<file path="config.mk">
export PLATFORM = sky130hd
export DESIGN_NAME = sacmc_lookup
export DESIGN_NICKNAME = d
export VERILOG_FILES = /design/src/design/sacmc_pkg.sv /design/src/design/sacmc_lookup.sv
export SDC_FILE = /design/constraint.sdc
export NUM_CORES = 1
export LEC_CHECK = 0
export ABC_AREA = 1
export BUFFER_PORTS_ARGS = -buffer_cell sky130_fd_sc_hd__buf_2
export CAP_MARGIN = 20
export CORE_AREA = 2 2 381 383
export DETAILED_ROUTE_END_ITERATION = 6
export DIE_AREA = 0 0 383 385
export MAX_ROUTING_LAYER = met4
export PLACE_DENSITY_LB_ADDON = 0.12
export SETUP_SLACK_MARGIN = 0.5
export SLEW_MARGIN = 10
export SYNTH_ARGS = -nofsm -noshare
export SYNTH_HDL_FRONTEND = slang
export SYNTH_SLANG_ARGS = --single-unit
</file>
<file path="constraint.sdc">
create_clock -name vclk -period 8.9
set_input_delay 2.67 -clock vclk [all_inputs]
set_output_delay 2.67 -clock vclk [all_outputs]
set_load 0.005 [all_outputs]
</file>
<file path="src/design/sacmc_pkg.sv">
// Shared types, constants and helpers of the set-associative cache miss classifier.
`default_nettype none

package sacmc_pkg;

  localparam int ADDR_W   = 31;
  localparam int LEN_W    = 7;
  localparam int MAX_SETS = 1024;
  localparam int MAX_WAYS = 16;
  localparam int SET_W    = $clog2(MAX_SETS);
  localparam int WAY_W    = $clog2(MAX_WAYS);
  localparam int MIN_OFS  = 3;
  localparam int MAX_OFS  = 6;
  localparam int BLK_W    = ADDR_W - MIN_OFS;
  localparam int TAG_W    = BLK_W;
  localparam int MAX_LEN  = 64;
  localparam logic [15:0] LFSR_SEED = 16'hACE1;

  // configuration register indexes
  localparam logic [1:0] REG_OFFSET_BITS = 2'd0;
  localparam logic [1:0] REG_SET_BITS    = 2'd1;
  localparam logic [1:0] REG_WAY_BITS    = 2'd2;
  localparam logic [1:0] REG_POLICY      = 2'd3;

  localparam logic POLICY_RR     = 1'b0;
  localparam logic POLICY_RANDOM = 1'b1;

  typedef enum logic [1:0] {
    OUT_HIT      = 2'd0,
    OUT_COLD     = 2'd1,
    OUT_CONFLICT = 2'd2
  } outcome_t;

  typedef logic [TAG_W-1:0] tag_t;

  // one memory row holds a whole set
  typedef struct packed {
    logic [WAY_W-1:0]                rr_ptr;
    logic [MAX_WAYS-1:0]             valid;
    logic [MAX_WAYS-1:0][TAG_W-1:0]  tags;
  } row_t;

  localparam int ROW_W = $bits(row_t);

  typedef struct packed {
    outcome_t         outcome;
    logic [WAY_W-1:0] way;
    logic             write;
    logic             lfsr_step;
  } lookup_t;

  // Fibonacci LFSR, taps 0/2/3/5 fed back into bit 15
  function automatic logic [15:0] lfsr_next(input logic [15:0] v);
    logic fb;
    fb = v[0] ^ v[2] ^ v[3] ^ v[5];
    return {fb, v[15:1]};
  endfunction

endpackage

`default_nettype wire

</file>
<file path="src/design/sacmc_lookup.sv">
// Set row compare: hit search, first free way, victim pick and updated row.
`default_nettype none

module sacmc_lookup (
  input  wire sacmc_pkg::row_t              row,
  input  wire sacmc_pkg::tag_t              tag,
  input  wire logic [2:0]                   wb,
  input  wire logic                         policy,
  input  wire logic [15:0]                  lfsr,
  output sacmc_pkg::lookup_t                res,
  output sacmc_pkg::row_t                   new_row
);
  import sacmc_pkg::*;

  logic [WAY_W-1:0]    wmask;
  logic [MAX_WAYS-1:0] hit_v;
  logic [MAX_WAYS-1:0] free_v;
  logic [WAY_W-1:0]    hit_way;
  logic [WAY_W-1:0]    free_way;
  logic [WAY_W-1:0]    victim;
  logic [15:0]         rnd;

  always_comb begin
    wmask = WAY_W'(((WAY_W+1)'(1) << wb) - (WAY_W+1)'(1));
    for (int w = 0; w < MAX_WAYS; w++) begin
      hit_v[w]  = ((WAY_W'(w) & ~wmask) == '0) && row.valid[w] && (row.tags[w] == tag);
      free_v[w] = ((WAY_W'(w) & ~wmask) == '0) && !row.valid[w];
    end
    // lowest matching way wins
    hit_way  = '0;
    free_way = '0;
    for (int w = MAX_WAYS - 1; w >= 0; w--) begin
      if (hit_v[w]) begin
        hit_way = WAY_W'(w);
      end
      if (free_v[w]) begin
        free_way = WAY_W'(w);
      end
    end
    rnd    = lfsr_next(lfsr);
    victim = (policy == POLICY_RANDOM) ? (rnd[WAY_W-1:0] & wmask) : (row.rr_ptr & wmask);

    new_row       = row;
    res.lfsr_step = 1'b0;
    if (|hit_v) begin
      res.outcome = OUT_HIT;
      res.way     = hit_way;
      res.write   = 1'b0;
    end else if (|free_v) begin
      res.outcome = OUT_COLD;
      res.way     = free_way;
      res.write   = 1'b1;
    end else begin
      res.outcome = OUT_CONFLICT;
      res.way     = victim;
      res.write   = 1'b1;
      if (policy == POLICY_RANDOM) begin
        res.lfsr_step = 1'b1;
      end else begin
        new_row.rr_ptr = (victim + WAY_W'(1)) & wmask;
      end
    end
    if (res.write) begin
      new_row.tags[res.way]  = tag;
      new_row.valid[res.way] = 1'b1;
    end
  end

endmodule

`default_nettype wire

</file>
==> impl_metrics.prom <==
# TYPE chip_impl_metric gauge
chip_impl_metric{name="grt_overflow",unit=""} 0
chip_impl_metric{name="worst_pin_slew",unit="ns"} 0.5467
chip_impl_metric{name="synth.net_count",unit=""} 3496
chip_impl_metric{name="cts.hold.buffers_added",unit=""} 0
chip_impl_metric{name="final_hold_viol_count",unit=""} 0
chip_impl_metric{name="hold-path-cell-count",unit=""} 4
chip_impl_metric{name="clockPowerShare",unit=""} 0
chip_impl_metric{name="sequentialPowerShare",unit=""} 0
chip_impl_metric{name="power.switching",unit="mW"} 1.166
chip_impl_metric{name="portion_of_the_post_synthesis_area_used_by_sequential_elements",unit=""} 0
chip_impl_metric{name="drv_cap",unit=""} 0
chip_impl_metric{name="placed_wire_length_estimate_after_detailed_placement",unit="mm"} 165.8
chip_impl_metric{name="drt_wl_total",unit="mm"} 213.0
chip_impl_metric{name="core.rowCount",unit=""} 139
chip_impl_metric{name="layout_min_cycle_time",unit="ns"} 8.760
chip_impl_metric{name="detailedRoute.firstPassIterationCount",unit=""} 6
chip_impl_metric{name="post_route_cells_drive_above_1_share",unit=""} 0.4550
chip_impl_metric{name="num-fill-cells",unit=""} 16670
chip_impl_metric{name="slew_headroom",unit=""} 0.6317
chip_impl_metric{name="global_route_usage_over_all_layers",unit=""} 0.2753
chip_impl_metric{name="power_report.internal_total",unit="mW"} 0.8011
chip_impl_metric{name="grt_pass1_vias",unit=""} 27160
chip_impl_metric{name="die_area",unit="mm^2"} 0.1475
chip_impl_info{name="critical_path.most_common_cell",value="sky130_fd_sc_hd__buf_6"} 1
chip_impl_metric{name="max-vdd-ir-drop",unit="uV"} 20.08
chip_impl_metric{name="grt_antenna_before_repair",unit=""} 48
chip_impl_info{name="cp-start-kind",value="input port"} 1
chip_impl_metric{name="gpl.final_weighted_congestion",unit=""} 0.8942
chip_impl_metric{name="timing.hold.ws",unit="ns"} 5.627
chip_impl_metric{name="area_growth",unit="%"} 111.1
chip_impl_metric{name="mappedNetlistArea",unit="mm^2"} 0.01464
chip_impl_metric{name="total_power",unit="mW"} 1.967
chip_impl_metric{name="timing.final.max_slew_violations",unit=""} 0
chip_impl_metric{name="floorplan.core_area",unit="mm^2"} 0.1431
chip_impl_metric{name="dpl_worst_slack",unit="ns"} -0.6877
chip_impl_info{name="synth.top_cells.by_area",value="sky130_fd_sc_hd__nand2_1 34%, sky130_fd_sc_hd__nand4_1 21%, sky130_fd_sc_hd__buf_2 5.9%, sky130_fd_sc_hd__xnor2_1 4.8%, sky130_fd_sc_hd__nor2_1 4.4%"} 1
chip_impl_info{name="worst_setup_path_class",value="input port to output pin"} 1
chip_impl_metric{name="power.share.switching",unit=""} 0.5928
chip_impl_metric{name="p_comb_frac",unit=""} 1.000
chip_impl_metric{name="wl_per_cell",unit="um"} 34.48
chip_impl_info{name="timing.hold.worst.class",value="input port to output pin"} 1
chip_impl_metric{name="start_util",unit=""} 0.1023
chip_impl_info{name="setup.worst_path.end_class",value="output pin"} 1
chip_impl_metric{name="worstPathArrival",unit="ns"} 6.09
chip_impl_info{name="timing.critical_path.slowest_stage_cell",value="sky130_fd_sc_hd__bufbuf_16"} 1
chip_impl_metric{name="post-synth-top-area-fraction",unit=""} 0.3364
chip_impl_metric{name="post-route-period-util",unit=""} 0.9842
chip_impl_metric{name="report.final.setup_viol",unit=""} 0
chip_impl_metric{name="power.leakage",unit="nW"} 15.70
chip_impl_metric{name="setup-tns-final",unit="ns"} 0
chip_impl_metric{name="drcViolationCount",unit=""} 0
chip_impl_metric{name="die_height",unit="um"} 385
chip_impl_metric{name="cp_data_required_time",unit="ns"} 6.23
chip_impl_metric{name="via_count",unit=""} 28810
chip_impl_metric{name="wire_length_of_the_first_global_routing_pass",unit="mm"} 265.9
chip_impl_info{name="hold_end",value="new_row[270]"} 1
chip_impl_metric{name="ios",unit=""} 992
chip_impl_metric{name="fmax",unit="MHz"} 114.2
chip_impl_metric{name="post_synth_num_cell_types",unit=""} 46
chip_impl_metric{name="clkbuf_count",unit=""} 0
chip_impl_metric{name="grt_start_max_net_pins",unit=""} 44
chip_impl_info{name="rsz0062_at_grt",value="yes"} 1
chip_impl_metric{name="netlist_instances",unit=""} 2977
chip_impl_metric{name="post_drt_via_cell_ratio",unit=""} 4.665
chip_impl_metric{name="power.density",unit="mW/mm^2"} 63.66
chip_impl_metric{name="detail_route.iter0.violations",unit=""} 2853
chip_impl_info{name="status",value="finished clean"} 1
chip_impl_info{name="synth_area_leader_cell",value="sky130_fd_sc_hd__nand2_1"} 1
chip_impl_metric{name="port_buffers",unit=""} 980
chip_impl_metric{name="drt.antenna.violating_nets",unit=""} 0
chip_impl_metric{name="worstPathMaxFanout",unit=""} 5
chip_impl_metric{name="yosys_warnings",unit=""} 0
chip_impl_metric{name="max_stage_delay",unit="ns"} 0.28
chip_impl_metric{name="postLayoutSetupSlackWorst",unit="ns"} 0.1402
chip_impl_info{name="min_from",value="row[270]"} 1
chip_impl_metric{name="sequential_cell_area",unit="um^2"} 0
chip_impl_metric{name="die-width",unit="um"} 383
chip_impl_metric{name="fin_nets",unit=""} 4767
chip_impl_metric{name="synthesis.area_per_instance",unit="um^2"} 4.917
chip_impl_metric{name="nFlopsAndLatches",unit=""} 0
-- cell usage in the layout, fill, tap and decap left out, types with 41 or more instances in the layout --
cell type	n
sky130_fd_sc_hd__nand2_1	1132
sky130_fd_sc_hd__buf_2	891
sky130_fd_sc_hd__nand4_1	488
sky130_fd_sc_hd__buf_4	285
sky130_fd_sc_hd__buf_12	175
sky130_fd_sc_hd__nor2_1	149
sky130_fd_sc_hd__buf_6	137
sky130_fd_sc_hd__inv_1	122
sky130_fd_sc_hd__nand2_2	122
sky130_fd_sc_hd__o21ai_0	69
sky130_fd_sc_hd__xnor2_1	69
sky130_fd_sc_hd__o22ai_1	63
sky130_fd_sc_hd__nand2_4	63
sky130_fd_sc_hd__buf_16	42
sky130_fd_sc_hd__xor2_1	41
-- power groups by stage --
stage | clock network, mW | registers (mW) | logic (mW)
floorplan | 0 | 0 | 0.596
global placement | 0 | 0 | 1.60
detailed placement | 0 | 0 | 1.60
CTS | 0 | 0 | 1.82
global route | 0.000000196 | 0 | 2.06
finish | 0.000000338 | 0 | 1.97
-- synth_stat cells, types with 4 or more instances --
cell type and instances:
sky130_fd_sc_hd__nand2_1 1312, sky130_fd_sc_hd__nand4_1 488, sky130_fd_sc_hd__buf_2 172, sky130_fd_sc_hd__nor2_1 172
sky130_fd_sc_hd__inv_1 129, sky130_fd_sc_hd__o21ai_0 82, sky130_fd_sc_hd__xnor2_1 80, sky130_fd_sc_hd__o22ai_1 69
sky130_fd_sc_hd__nand3_1 51, sky130_fd_sc_hd__xor2_1 44, sky130_fd_sc_hd__buf_1 40, sky130_fd_sc_hd__clkbuf_1 39
sky130_fd_sc_hd__buf_4 37, sky130_fd_sc_hd__a22o_1 31, sky130_fd_sc_hd__inv_2 30, sky130_fd_sc_hd__a211oi_1 26
sky130_fd_sc_hd__buf_6 22, sky130_fd_sc_hd__a221oi_1 19, sky130_fd_sc_hd__o21ai_1 19, sky130_fd_sc_hd__a21oi_1 16
sky130_fd_sc_hd__nor4_1 16, sky130_fd_sc_hd__nor3_1 13, sky130_fd_sc_hd__or2_2 11, sky130_fd_sc_hd__o211ai_1 7
sky130_fd_sc_hd__nor2_4 6, sky130_fd_sc_hd__nand2_2 5, sky130_fd_sc_hd__nand3_2 4, sky130_fd_sc_hd__nand3b_1 4
sky130_fd_sc_hd__nor2_2 4, sky130_fd_sc_hd__o2111ai_1 4
-- worst max-delay path, delay by kind of cell --
family          cells  cell delay [ns]
compound gates      2             0.11
fa+ha+maj           1             0.18
buf+inv            17             2.01
simple gates       12             1.09
-- routing by layer --
layer / vias up / GRT usage / wire (um)
li1: 12710 / - / -
met1: 14330 / 0.3393 / 89220
met2: 1535 / 0.4747 / 104700
met3: 244 / 0.03664 / 12930
met4: 0 / 0.06197 / 6091
met5: - / - / 0
-- layout make-up --
class / instances / area (um^2) / share of cell area
Antenna cell: 27 / 67.56 / 0.002187
Inverter: 162 / 789.5 / 0.02555
Multi-Input combinational cell: 2504 / 13790 / 0.4464
Tap cell: 1903 / 2381 / 0.07706
Timing Repair Buffer: 1580 / 13870 / 0.4488
-- through the flow --
step	cell area, um^2	util	instances
5_1_grt	30870	0.2157	6166
4_1_cts	28470	0.1989	6071
2_1_floorplan	14640	-	2977
3_3_place_gp	24710	0.1726	5933
6_report	30900	0.2159	6176
3_5_place_dp	24710	0.1726	5933
-- repair_timing --
item	in CTS	in global routing
pin swaps	108	128
cloned	41	20
setup buffers	97	58
resized for setup	464	351
endpoints found under the setup margin	471	469
-- worst max path at each step --
stage	start	end	slack [ns]
CTS	tag[11]	new_row[283]	0.15
finish	wb[1]	new_row[346]	0.14
global placement	wb[2]	new_row[322]	-0.68
global route	tag[10]	new_row[307]	0.05
floorplan	wb[2]	new_row[243]	1.01
detailed placement	wb[2]	new_row[322]	-0.69
-- kinds of logic (layout without fill, tap and decap cells) --
| family | after synthesis | count (layout) | share of synthesized area |
|---|---|---|---|
| AO/OA/AOI/OAI | 281 | 281 | 0.1238 |
| XOR/XNOR | 124 | 124 | 0.07419 |
| adder cells (fa/ha/maj) | 3 | 3 | 0.002565 |
| buffers and inverters | 473 | 1742 | 0.1577 |
| other | 0 | 27 | 0 |
| AND/OR/NAND/NOR | 2096 | 2096 | 0.6418 |
No activity file was read; power rests on OpenSTA's default activity.
