--- src/design/sacmc_ram.sv ---
// Generic single-port-write, single-port-read RAM with registered read data.
`default_nettype none

module sacmc_ram #(
  parameter int WIDTH = 8,
  parameter int DEPTH = 16
) (
  input  wire logic                                     clk,
  input  wire logic                                     rd_en,
  input  wire logic [(DEPTH > 1 ? $clog2(DEPTH) : 1)-1:0] rd_addr,
  output logic      [WIDTH-1:0]                         rd_data,
  input  wire logic                                     wr_en,
  input  wire logic [(DEPTH > 1 ? $clog2(DEPTH) : 1)-1:0] wr_addr,
  input  wire logic [WIDTH-1:0]                         wr_data
);

  logic [WIDTH-1:0] mem [DEPTH];

  always_ff @(posedge clk) begin
    if (wr_en) begin
      mem[wr_addr] <= wr_data;
    end
    if (rd_en) begin
      rd_data <= mem[rd_addr];
    end
  end

endmodule

`default_nettype wire

--- config.mk ---
export PLATFORM = sky130hd
export DESIGN_NAME = sacmc_ram
export DESIGN_NICKNAME = d
export VERILOG_FILES = /design/src/design/sacmc_ram.sv
export SDC_FILE = /design/constraint.sdc
export NUM_CORES = 1
export LEC_CHECK = 0
export BUFFER_PORTS_ARGS = -buffer_cell sky130_fd_sc_hd__clkbuf_2
export CORE_MARGIN = 10
export CORE_UTILIZATION = 43
export CTS_CLUSTER_DIAMETER = 40
export DETAILED_ROUTE_END_ITERATION = 6
export PLACE_DENSITY_LB_ADDON = 0.2
export REMOVE_ABC_BUFFERS = 1
export SETUP_SLACK_MARGIN = 0.2
export SLEW_MARGIN = 20
export SYNTH_ARGS = -nofsm -noshare
export SYNTH_HDL_FRONTEND = slang
export SYNTH_SLANG_ARGS = --single-unit
--- constraint.sdc ---
create_clock -name clk -period 2.2 [get_ports clk]
set_input_delay 0.44 -clock clk [delete_from_list [all_inputs] [get_ports clk]]
set_output_delay 0.44 -clock clk [all_outputs]
set_load 0.05 [all_outputs]
==> reports/metrics.csv, run 1 <==
stage;metric;value;unit
outcome;status;finished, final reports clean;
worst_setup_path;path_cells;clkbuf_2, buf_12, mux4_1, a22oi_1, nand2_1;
clocking;numCtsBuffers;17;
grt;use_met3;4.95;%
synth;ys_seq_elements;136;
worst_setup_path;required;2.34;ns
sta;slew_violations;0;
floorplanning;io_pins;27;
pwr;leakage;2.12;nW
synth;ys_top_cells_by_area;edfxtp_1 (78%), mux4_2 (7.8%), mux4_1 (7.0%);
cells_and_area;regArea;4080;um2
synth;synth_xor_area_share;0;%
worst_setup_path;cp-start-kind;input pin;
detailed_routing;drt.antenna.violating_nets;0;
clocking;cts_buffer_depth;2;
sta;post-route-min-period;1.63;ns
synth;yosysTopAreaCell;edfxtp_1;
cells_and_area;nets;303;
worst_setup_path;slowest_stage;mux4_1;
pwr;peakVddDrop;0.546;mV
cells_and_area;layout_commonest_cell;edfxtp_1;
detailed_routing;wl;10000;um
grt;grt_pass1_vias;2550;
grt;gr-usage-met1;17.5;%
worst_setup_path;critPathTopFamily;multiplexers;
floorplanning;die_h;130;um
clocking;post_cts_resized;0;
worst_setup_path;max_stage_delay;0.58;ns
grt;antenna_found_initial;1;
cells_and_area;postLayoutCoreUtil;52.3;%
clocking;clkTransAtPathRegs;0.06;ns
clocking;clock_latency;0.40;ns
synth;ys_warn_count;0;
cells_and_area;final_area;6260;um2
cells_and_area;syn_to_final_growth;19.7;%
clocking;tritoncts;built;
sta;max_freq;614;MHz
sta;setup_viol;0;
sta;rsz0062_at_grt;false;
synth;syn-cell-area;5230;um2
cells_and_area;n_antenna_cell;0;
worst_setup_path;critPathArrivalTime;1.77;ns
synth;yosysTopAreaCellShare;78.1;%
clocking;post-cts-setup-buffers;0;
clocking;cts_max_level;4;
place;port_buffers;26;
worst_setup_path;end_kind;flop;
job;cap_violations;0;
cells_and_area;drive_gt1_share;32.0;%
place;place_inst;412;
detailed_routing;drt_iter0_drc;157;
floorplanning;core_area;12000;um2
synth;synth-simple-area-share;3.14;%
synth;syn_area_per_cell;22.8;um2
synth;synthAdderAreaFrac;0;%
cells_and_area;fin_cells;444;
sta;hold_ws;0.467;ns
floorplanning;row_count;40;
worst_setup_path;path_max_fanout;32;
sta;finalHoldViolCount;0;
detailed_routing;drt-pass1-iter-count;4;
synth;ys_types;18;
synth;synth_top_family_by_area;multiplexers;
clocking;cts-root-buf;clkbuf_16;
floorplanning;fp.dieW;130;um
grt;grt_start_max_net_pins;33;
cells_and_area;multiInputGateArea;1060;um2
sta;fin_setup_tns;0;ns
grt;grt_use_total;12.9;%
synth;syn_inst;229;
floorplanning;dieArea;17000;um2
grt;overflow;0;
worst_setup_path;worst-path-buf-inv;2;
pwr;power_per_cell_area;989;nW/um2
sta;finalCritPeriodShare;74.1;%
detailed_routing;viasPerCell;5.55;
synth;synth_mux_area_share;14.8;%
grt;grtUsageMet2;18.7;%
cells_and_area;final_cell_mix;edfxtp_1 (136), clkbuf_2 (26), mux4_2 (18), buf_4 (18), clkbuf_16 (17);
detailed_routing;remaining_drc_errors;0;
place;gp_congestion;0.676;
worst_setup_path;critical_path_class;in2reg;
clocking;cts_hold_buffers;0;
detailed_routing;via_count;2466;
grt;grt_first_pass_wirelength;15500;um
synth;synth_compound_area_share;2.30;%
sta;slew_headroom;70.1;%
grt;grt_busiest_layer;met2;
place;hpwl;6340;um
place;placed_cell_area;5630;um2
cells_and_area;nFillCells;941;
hold_path;hold_path.class;in2reg;
synth;synth-seq-area-share;78.1;%
clocking;clock_sinks;136;
sta;fin_worst_skew;0.00945;ns
floorplanning;start_util;43.7;%
detailed_routing;avgRoutedWirePerCell;22.6;um
sta;worstMarginPinSlew;0.449;ns
[final timing paths]
check / from / to / slack (ns) / depth (start not counted)
worst max-delay path: rd_addr[0] / rd_data[3] / 0.57 / 5
worst min-delay path: wr_data[0] / mem[9][0] / 0.47 / 1
worst max register to register: mem[10][3] / rd_data[3] / 0.73 / 3
worst min register to register: mem[11][5] / rd_data[5] / 0.75 / 3
[area by class of cell]
type | instances | area share, %
timing repair buffer | 46 | 4.88
clock buffer | 19 | 6.92
tap | 147 | 2.94
multi-input combinational | 83 | 16.9
clock inverter | 13 | 3.12
sequential | 136 | 65.3
[Yosys cell counts, drive strengths merged]
| cell type | instances |
|---|---|
| buf | 7 |
| or3b | 1 |
| nand3b | 2 |
| and2b | 1 |
| clkdlybuf4s25 | 3 |
| nor2 | 13 |
| nor2b | 1 |
| mux4 | 32 |
| edfxtp | 136 |
| nand2 | 9 |
| and2 | 1 |
| nand3 | 1 |
| nor3 | 4 |
| a22oi | 16 |
| nand2b | 2 |
[sequential cells by signal, indices dropped and copies added, names as in the netlist]
signal / count
mem: 128
rd_data: 8
[cell families after synthesis]
group	after synthesis
muxes	32
and+or+nand+nor	35
buffers and inverters	10
DFF	136
AOI/OAI and AO/OA	16
[through the flow]
stage | power, W | setup slack (ns)
after floorplan | 0.00315 | 0.267
after global placement | 0.00330 | 0.130
after detailed placement | 0.00330 | 0.133
after CTS | 0.00625 | 0.550
after global routing | 0.00640 | 0.459
final | 0.00619 | 0.570
[power breakdown]
part           leakage, nW  total, W  switching, W  internal [W]
Combinational        0.593  0.000308      0.000193      0.000115
Sequential            1.24   0.00294     0.0000152       0.00292
Clock                0.294   0.00294       0.00103       0.00191
[layer usage]
| metal | up-vias | routed length (um) |
|---|---|---|
| li1 | 1093 | - |
| met1 | 1289 | 4690 |
| met2 | 78 | 4710 |
| met3 | 6 | 585 |
| met4 | 0 | 60 |
| met5 | - | 0 |
(Power assumes the default switching activity.)
==> run 2, diff against run 1 <==
--- a/config.mk
+++ b/config.mk
@@ -5,6 +5,7 @@
 export SDC_FILE = /design/constraint.sdc
 export NUM_CORES = 1
 export LEC_CHECK = 0
+export ABC_AREA = 1
 export BUFFER_PORTS_ARGS = -buffer_cell sky130_fd_sc_hd__clkbuf_2
 export CORE_MARGIN = 10
 export CORE_UTILIZATION = 43
==> constraint.sdc (replaced) <==
create_clock -name clk -period 1.5 [get_ports clk]
set_input_delay 0.3 -clock clk [delete_from_list [all_inputs] [get_ports clk]]
set_output_delay 0.3 -clock clk [all_outputs]
set_load 0.05 [all_outputs]
==> reports/metrics.csv, run 2 <==
stage;metric;value;unit;change
synth;async_flop_share;0;%;unchanged
cells_and_area;regMostFlops;mem;;
worst_setup_path;path_max_fanout;1;;-97%
place;gp_congestion;0.852;;+26%
floorplanning;fp.dieW;137;um;+4.9%
worst_setup_path;slowest_stage;edfxtp_1;;
grt;grt_start_max_net_pins;65;;+97%
synth;ys_types;11;;-7
detailed_routing;drt-pass1-iter-count;5;;+1
cells_and_area;nets;618;;+100%
clocking;cts_max_level;4;;unchanged
pwr;power_per_cell_area;1330;nW/um2;+35%
synth;syn_area_per_cell;10.6;um2;-54%
synth;syn_inst;551;;+140%
worst_setup_path;end_kind;output pin;;
sta;hold_ws;0.289;ns;-0.179 ns
worst_setup_path;critPathTopFamily;flip-flops;;
clocking;clkTransAtPathRegs;0.06;ns;about the same
synth;syn-cell-area;5850;um2;+12%
place;hpwl;8320;um;+31%
synth;synthTopCellsByCount;nand2_1 (173), edfxtp_1 (136), inv_1 (100);;
floorplanning;dieArea;18700;um2;+10%
sta;finalCritPeriodShare;90.9;%;
synth;synth_edf_count;136;;unchanged
sta;slew_violations;0;;unchanged
clocking;clock_sinks;136;;unchanged
synth;synth_top_family_by_area;simple AND/OR/NAND/NOR gates;;
worst_setup_path;worst-path-buf-inv;1;;-1
synth;synth_compound_area_share;0;%;-2.3 points
hold_path;hold_path.class;in2reg;;
sta;rsz0062_at_grt;true;;
cells_and_area;final_area;7010;um2;+12%
synth;synthAdderAreaFrac;0;%;unchanged
detailed_routing;wl_met1;5940;um;+27%
cells_and_area;fin_cells;788;;+77%
cells_and_area;final_cell_mix;nand2_1 (173), edfxtp_1 (136), inv_1 (100), nand3_1 (97), buf_4 (22);;
place;port_buffers;26;;unchanged
pwr;peakVddDrop;0.734;mV;+34%
job;cap_violations;0;;unchanged
worst_setup_path;max_stage_delay;0.46;ns;-0.12 ns
detailed_routing;drt.antenna.violating_nets;0;;unchanged
clocking;clock_latency;0.41;ns;about the same
detailed_routing;routed.top_layer;met4;;
synth;synthMostInstantiatedCell;nand2_1;;
detailed_routing;wl_met2;6140;um;+30%
cells_and_area;top_regs;mem: 128 flops, rd_data: 8 flops;;
clocking;tritoncts;built;;
detailed_routing;viasPerCell;4.90;;-12%
sta;max_freq;734;MHz;
synth;ys_top_cells_by_area;edfxtp_1 (70%), nand2_1 (11%), nand3_1 (8.3%);;
worst_setup_path;required;1.20;ns;-1.14 ns
floorplanning;core_area;13300;um2;+11%
grt;grt_first_pass_wirelength;20600;um;+33%
synth;ys_seq_elements;136;;unchanged
sta;worstMarginPinSlew;0.616;ns;+0.167 ns
synth;ys_warn_count;0;;unchanged
clocking;numCtsBuffers;17;;unchanged
outcome;status;finished, final reports clean;;
sta;slew_headroom;58.9;%;-11 points
cells_and_area;nFillCells;1122;;+19%
detailed_routing;wl;13000;um;+29%
detailed_routing;wl_met3;706;um;+21%
synth;synth-seq-area-share;69.8;%;-8.3 points
worst_setup_path;cp-start-kind;flop;;
detailed_routing;drt_iter0_drc;461;;+190%
detailed_routing;avgRoutedWirePerCell;16.5;um;-27%
grt;overflow;0;;unchanged
pwr;leakage;3.02;nW;+42%
worst_setup_path;critical_path_class;reg2out;;
worst_setup_path;critPathArrivalTime;1.06;ns;-0.71 ns
cells_and_area;syn_to_final_growth;19.9;%;
cells_and_area;layout_commonest_cell;nand2_1;;
clocking;cts_buffer_depth;2;;unchanged
place;place_inst;756;;+83%
sta;post-route-min-period;1.36;ns;
synth;yosysTopAreaCell;edfxtp_1;;
synth;synth_ff_type;edfxtp_1;;
worst_setup_path;path_cells;buf_8;;
sta;fin_worst_skew;0.00748;ns;-0.00197 ns
floorplanning;io_pins;27;;unchanged
cells_and_area;postLayoutCoreUtil;52.7;%;+0.39 points
clocking;cts-root-buf;clkbuf_16;;
grt;grt_pass1_vias;3772;;+48%
floorplanning;start_util;44.0;%;+0.27 points
synth;synth-simple-area-share;20.8;%;+18 points
synth;yosysTopAreaCellShare;69.8;%;-8.3 points
detailed_routing;via_count;3858;;+56%
sta;setup_viol;0;;unchanged
floorplanning;row_count;42;;+5.0%
sta;finalHoldViolCount;0;;unchanged
grt;antenna_found_initial;0;;-1
synth;synth_mux_area_share;0;%;-15 points
cells_and_area;n_antenna_cell;0;;unchanged
place;placed_cell_area;6300;um2;+12%
cells_and_area;largest_reg_flops;128;;unchanged
detailed_routing;remaining_drc_errors;0;;unchanged
grt;grt_use_total;14.7;%;+1.8 points
floorplanning;die_h;137;um;+4.9%
synth;synth_xor_area_share;0;%;unchanged
clocking;post-cts-setup-buffers;0;;unchanged
cells_and_area;drive_gt1_share;13.6;%;-18 points
## run 2: cell types whose count changed in the layout (fill, tap and decap cells not counted), sizes merged, moves of 4 or more
cell and change:
inv +100, clkbuf -7, a22oi -16, nand3 +96, nor2 +4, buf +13, mux4 -32, nor3 -4
nand2 +164
## run 2: per-layer routing
layer | vias to the layer above | GRT usage, %
met5 | - | 0
met4 | 0 | 5.74
met3 | 13 | 3.37
met2 | 128 | 23.1
met1 | 1836 | 19.3
li1 | 1881 | -
## run 2: cell families after synthesis
group | Yosys count
buf+inv | 126
flops | 136
simple gates | 289
## run 2: what timing repair did
action,CTS,global route
hold buffers,0,0
endpoints found under the setup margin,8,8
gates resized for setup,16,6
## run 2: metrics by stage
| step | setup slack (ns) | power (W) | TNS [ns] |
|---|---|---|---|
| final | 0.137 | 0.00934 | 0 |
| after global routing | 0.117 | 0.00967 | 0 |
| after CTS | 0.124 | 0.00940 | 0 |
| after detailed placement | -0.00609 | 0.00498 | -0.00609 |
| after global placement | 0.00843 | 0.00497 | 0 |
| after floorplan | 0.0794 | 0.00467 | 0 |
## run 2: layout make-up
| class | count | area (um2) | area share [%] |
|---|---|---|---|
| timing repair buffer | 53 | 473 | 6.75 |
| clock inverter | 14 | 205 | 2.93 |
| multi-input combinational | 289 | 1210 | 17.3 |
| inverter | 102 | 383 | 5.46 |
| clock buffer | 18 | 429 | 6.12 |
| sequential | 136 | 4080 | 58.3 |
| tap | 176 | 220 | 3.14 |
## run 2: worst paths after layout
kind | from | end | depth (start not counted) | slack (ns)
setup / recovery | rd_data[6] | rd_data[6] | 1 | 0.14
hold / removal | rd_en | rd_data[4] | 1 | 0.29
setup reg to reg | mem[13][4] | rd_data[4] | 6 | 0.41
hold reg to reg | mem[12][5] | rd_data[5] | 6 | 0.75
## run 2: report_power, final
group	switching, W	internal (W)	leakage (nW)
sequential	0.0000333	0.00428	1.24
clock	0.00148	0.00293	0.295
combinational	0.000417	0.000200	1.49
total	0.00193	0.00741	3.02
==> run 3, diff against run 2 <==
--- a/config.mk
+++ b/config.mk
@@ -7,13 +7,11 @@
 export LEC_CHECK = 0
 export ABC_AREA = 1
 export BUFFER_PORTS_ARGS = -buffer_cell sky130_fd_sc_hd__clkbuf_2
-export CORE_MARGIN = 10
 export CORE_UTILIZATION = 43
 export CTS_CLUSTER_DIAMETER = 40
 export DETAILED_ROUTE_END_ITERATION = 6
-export PLACE_DENSITY_LB_ADDON = 0.2
+export PLACE_DENSITY = 0.6
 export REMOVE_ABC_BUFFERS = 1
-export SETUP_SLACK_MARGIN = 0.2
 export SLEW_MARGIN = 20
 export SYNTH_ARGS = -nofsm -noshare
 export SYNTH_HDL_FRONTEND = slang
==> reports/metrics.csv, run 3 (synthesis results as in run 2) <==
stage;metric;value;unit;change
hold_path;hold_path.class;in2reg;;
cells_and_area;drive_gt1_share;13.4;%;-0.19 points
floorplanning;dieArea;14100;um2;-25%
cells_and_area;fin_cells;789;;+0.13%
grt;antenna_found_initial;0;;unchanged
cells_and_area;final_cell_mix;nand2_1 (173), edfxtp_1 (136), inv_1 (100), nand3_1 (97), clkbuf_2 (26);;
pwr;power.internal;0.00720;W;-2.8%
worst_setup_path;path_max_fanout;1;;unchanged
clocking;cts_buffer_depth;2;;unchanged
grt;grt_start_max_net_pins;33;;-49%
clocking;tritoncts;built;;
worst_setup_path;path_cells;clkbuf_2;;
hold_path;worstHoldPathCells;1;;unchanged
pwr;p_sw;0.00190;W;-1.9%
cells_and_area;layout_commonest_cell;nand2_1;;
sta;finalHoldViolCount;0;;unchanged
floorplanning;io_pins;27;;unchanged
place;hpwl;8370;um;+0.71%
sta;worst_slack;0.0965;ns;-0.0407 ns
clocking;post-cts-setup-buffers;0;;unchanged
cells_and_area;syn_to_final_growth;18.5;%;
detailed_routing;viasPerCell;4.91;;+0.37%
worst_setup_path;required;1.20;ns;about the same
worst_setup_path;slowest_stage;edfxtp_1;;
pwr;power.total;0.00910;W;-2.6%
detailed_routing;remaining_drc_errors;0;;unchanged
detailed_routing;wl;13100;um;+0.62%
floorplanning;fp.dieW;119;um;-13%
sta;post-route-min-period;1.40;ns;+0.0407 ns
sta;rsz0062_at_grt;false;;
clocking;clock_latency;0.40;ns;about the same
worst_setup_path;critical_path_class;reg2out;;
cells_and_area;nFillCells;1155;;+2.9%
job;cap_violations;0;;unchanged
clocking;clkTransAtPathRegs;0.06;ns;about the same
worst_setup_path;rr_worst_depth;6;;unchanged
place;port_buffers;26;;unchanged
worst_setup_path;critPathTopFamily;flip-flops;;
sta;fin_worst_skew;0.00482;ns;-0.00266 ns
pwr;pwr-share-comb;6.7;%;about the same
floorplanning;start_util;44.2;%;+0.17 points
detailed_routing;avgRoutedWirePerCell;16.5;um;+0.50%
floorplanning;core_area;13200;um2;-0.40%
floorplanning;die_h;119;um;-13%
worst_setup_path;worst-path-buf-inv;1;;unchanged
cells_and_area;largest_reg_flops;128;;unchanged
sta;max_freq;712;MHz;-2.9%
clocking;cts-root-buf;clkbuf_16;;
clocking;numCtsBuffers;17;;unchanged
clocking;cts_max_level;4;;unchanged
sta;slew_violations;0;;unchanged
place;place_inst;758;;+0.26%
grt;overflow;0;;unchanged
detailed_routing;drt_iter0_drc;399;;-13%
clocking;cts_hold_buffers;0;;unchanged
detailed_routing;drt.antenna.violating_nets;0;;unchanged
floorplanning;row_count;42;;unchanged
pwr;seqPwrFrac;47.4;%;+1.2 points
worst_setup_path;max_stage_delay;0.43;ns;-0.03 ns
pwr;swShare;20.8;%;+0.15 points
grt;grt_first_pass_wirelength;20600;um;about the same
cells_and_area;regMostFlops;mem;;
sta;slew_headroom;60.3;%;+1.4 points
cells_and_area;top_regs;mem: 128 flops, rd_data: 8 flops;;
cells_and_area;nets;620;;+0.32%
worst_setup_path;cp-start-kind;flop;;
sta;worstMarginPinSlew;0.595;ns;-0.0205 ns
cells_and_area;n_antenna_cell;0;;unchanged
detailed_routing;drt-pass1-iter-count;7;;+2
sta;finalCritPeriodShare;93.6;%;+2.7 points
clocking;clock_sinks;136;;unchanged
pwr;peakVddDrop;0.775;mV;+5.6%
place;preCtsSetupSlack;-0.0196;ns;-0.0135 ns
grt;grt_pass1_vias;3840;;+1.8%
place;gp_congestion;0.802;;-5.9%
clocking;post_cts_resized;0;;-16
pwr;power_per_cell_area;1310;nW/um2;-1.5%
worst_setup_path;end_kind;output pin;;
worst_setup_path;crit_cells;1;;unchanged
sta;setup_viol;0;;unchanged
worst_setup_path;critPathArrivalTime;1.10;ns;+0.04 ns
grt;grt_use_total;20.1;%;+5.4 points
outcome;status;finished, final reports clean;;
pwr;clkPwrFrac;45.9;%;-1.3 points
detailed_routing;via_count;3877;;+0.49%
pwr;leakage;3.00;nW;-0.57%
run 3: cell types whose count changed in the layout (fill, tap and decap cells not counted):
cell,delta
clkbuf_2,+8
clkinvlp_4,-3
clkinv_2,+2
clkinv_4,-1
clkinv_1,+1
buf_8,-6
bufinv_16,-1
buf_12,+2
clkbuf_1,+1
clkbuf_8,-2
run 3: power groups by stage:
stage	sequential, W	combinational (W)	clock, W
after floorplan	0.00444	0.000230	0
after global placement	0.00439	0.000605	0
after detailed placement	0.00439	0.000611	0
after CTS	0.00431	0.000615	0.00425
after global routing	0.00432	0.000671	0.00439
final	0.00431	0.000611	0.00418
run 3: per-layer routing:
| metal | wire [um] | part of all wire, % | vias to the layer above | global-route usage [%] |
|---|---|---|---|---|
| li1 | - | - | 1881 | - |
| met1 | 5710 | 44 | 1838 | 26.3 |
| met2 | 6280 | 48 | 135 | 32.5 |
| met3 | 789 | 6.0 | 23 | 3.91 |
| met4 | 280 | 2.1 | 0 | 9.10 |
| met5 | 0 | 0 | - | 0 |
run 3: cell type report:
cell class,instances,area (um2),share of cell area [%]
Clock inverter,12,158,2.28
Multi-Input combinational cell,289,1210,17.5
Sequential cell,136,4080,59.0
Inverter,102,383,5.53
Clock buffer,19,433,6.25
Tap cell,176,220,3.18
Timing Repair Buffer,55,435,6.29
run 3: worst paths after layout:
path | from | endpoint | slack (ns)
worst min register to register | mem[4][6] | rd_data[6] | 0.76
worst max-delay path | rd_data[0] | rd_data[0] | 0.1
worst min-delay path | rd_en | rd_data[1] | 0.32
worst max register to register | mem[8][0] | rd_data[0] | 0.37
run 3: per-stage QoR:
step | area, um2 | setup TNS [ns] | hold slack, ns | util [%]
6_report | 6930 | 0 | 0.324 | 52.3
3_3_place_gp | 6340 | -0.0112 | 0.736 | 47.8
4_1_cts | 6930 | 0 | 0.315 | 52.3
3_5_place_dp | 6340 | -0.0484 | 0.744 | 47.8
2_1_floorplan | 5680 | 0 | 0.399 | -
5_1_grt | 6930 | 0 | 0.319 | 52.3
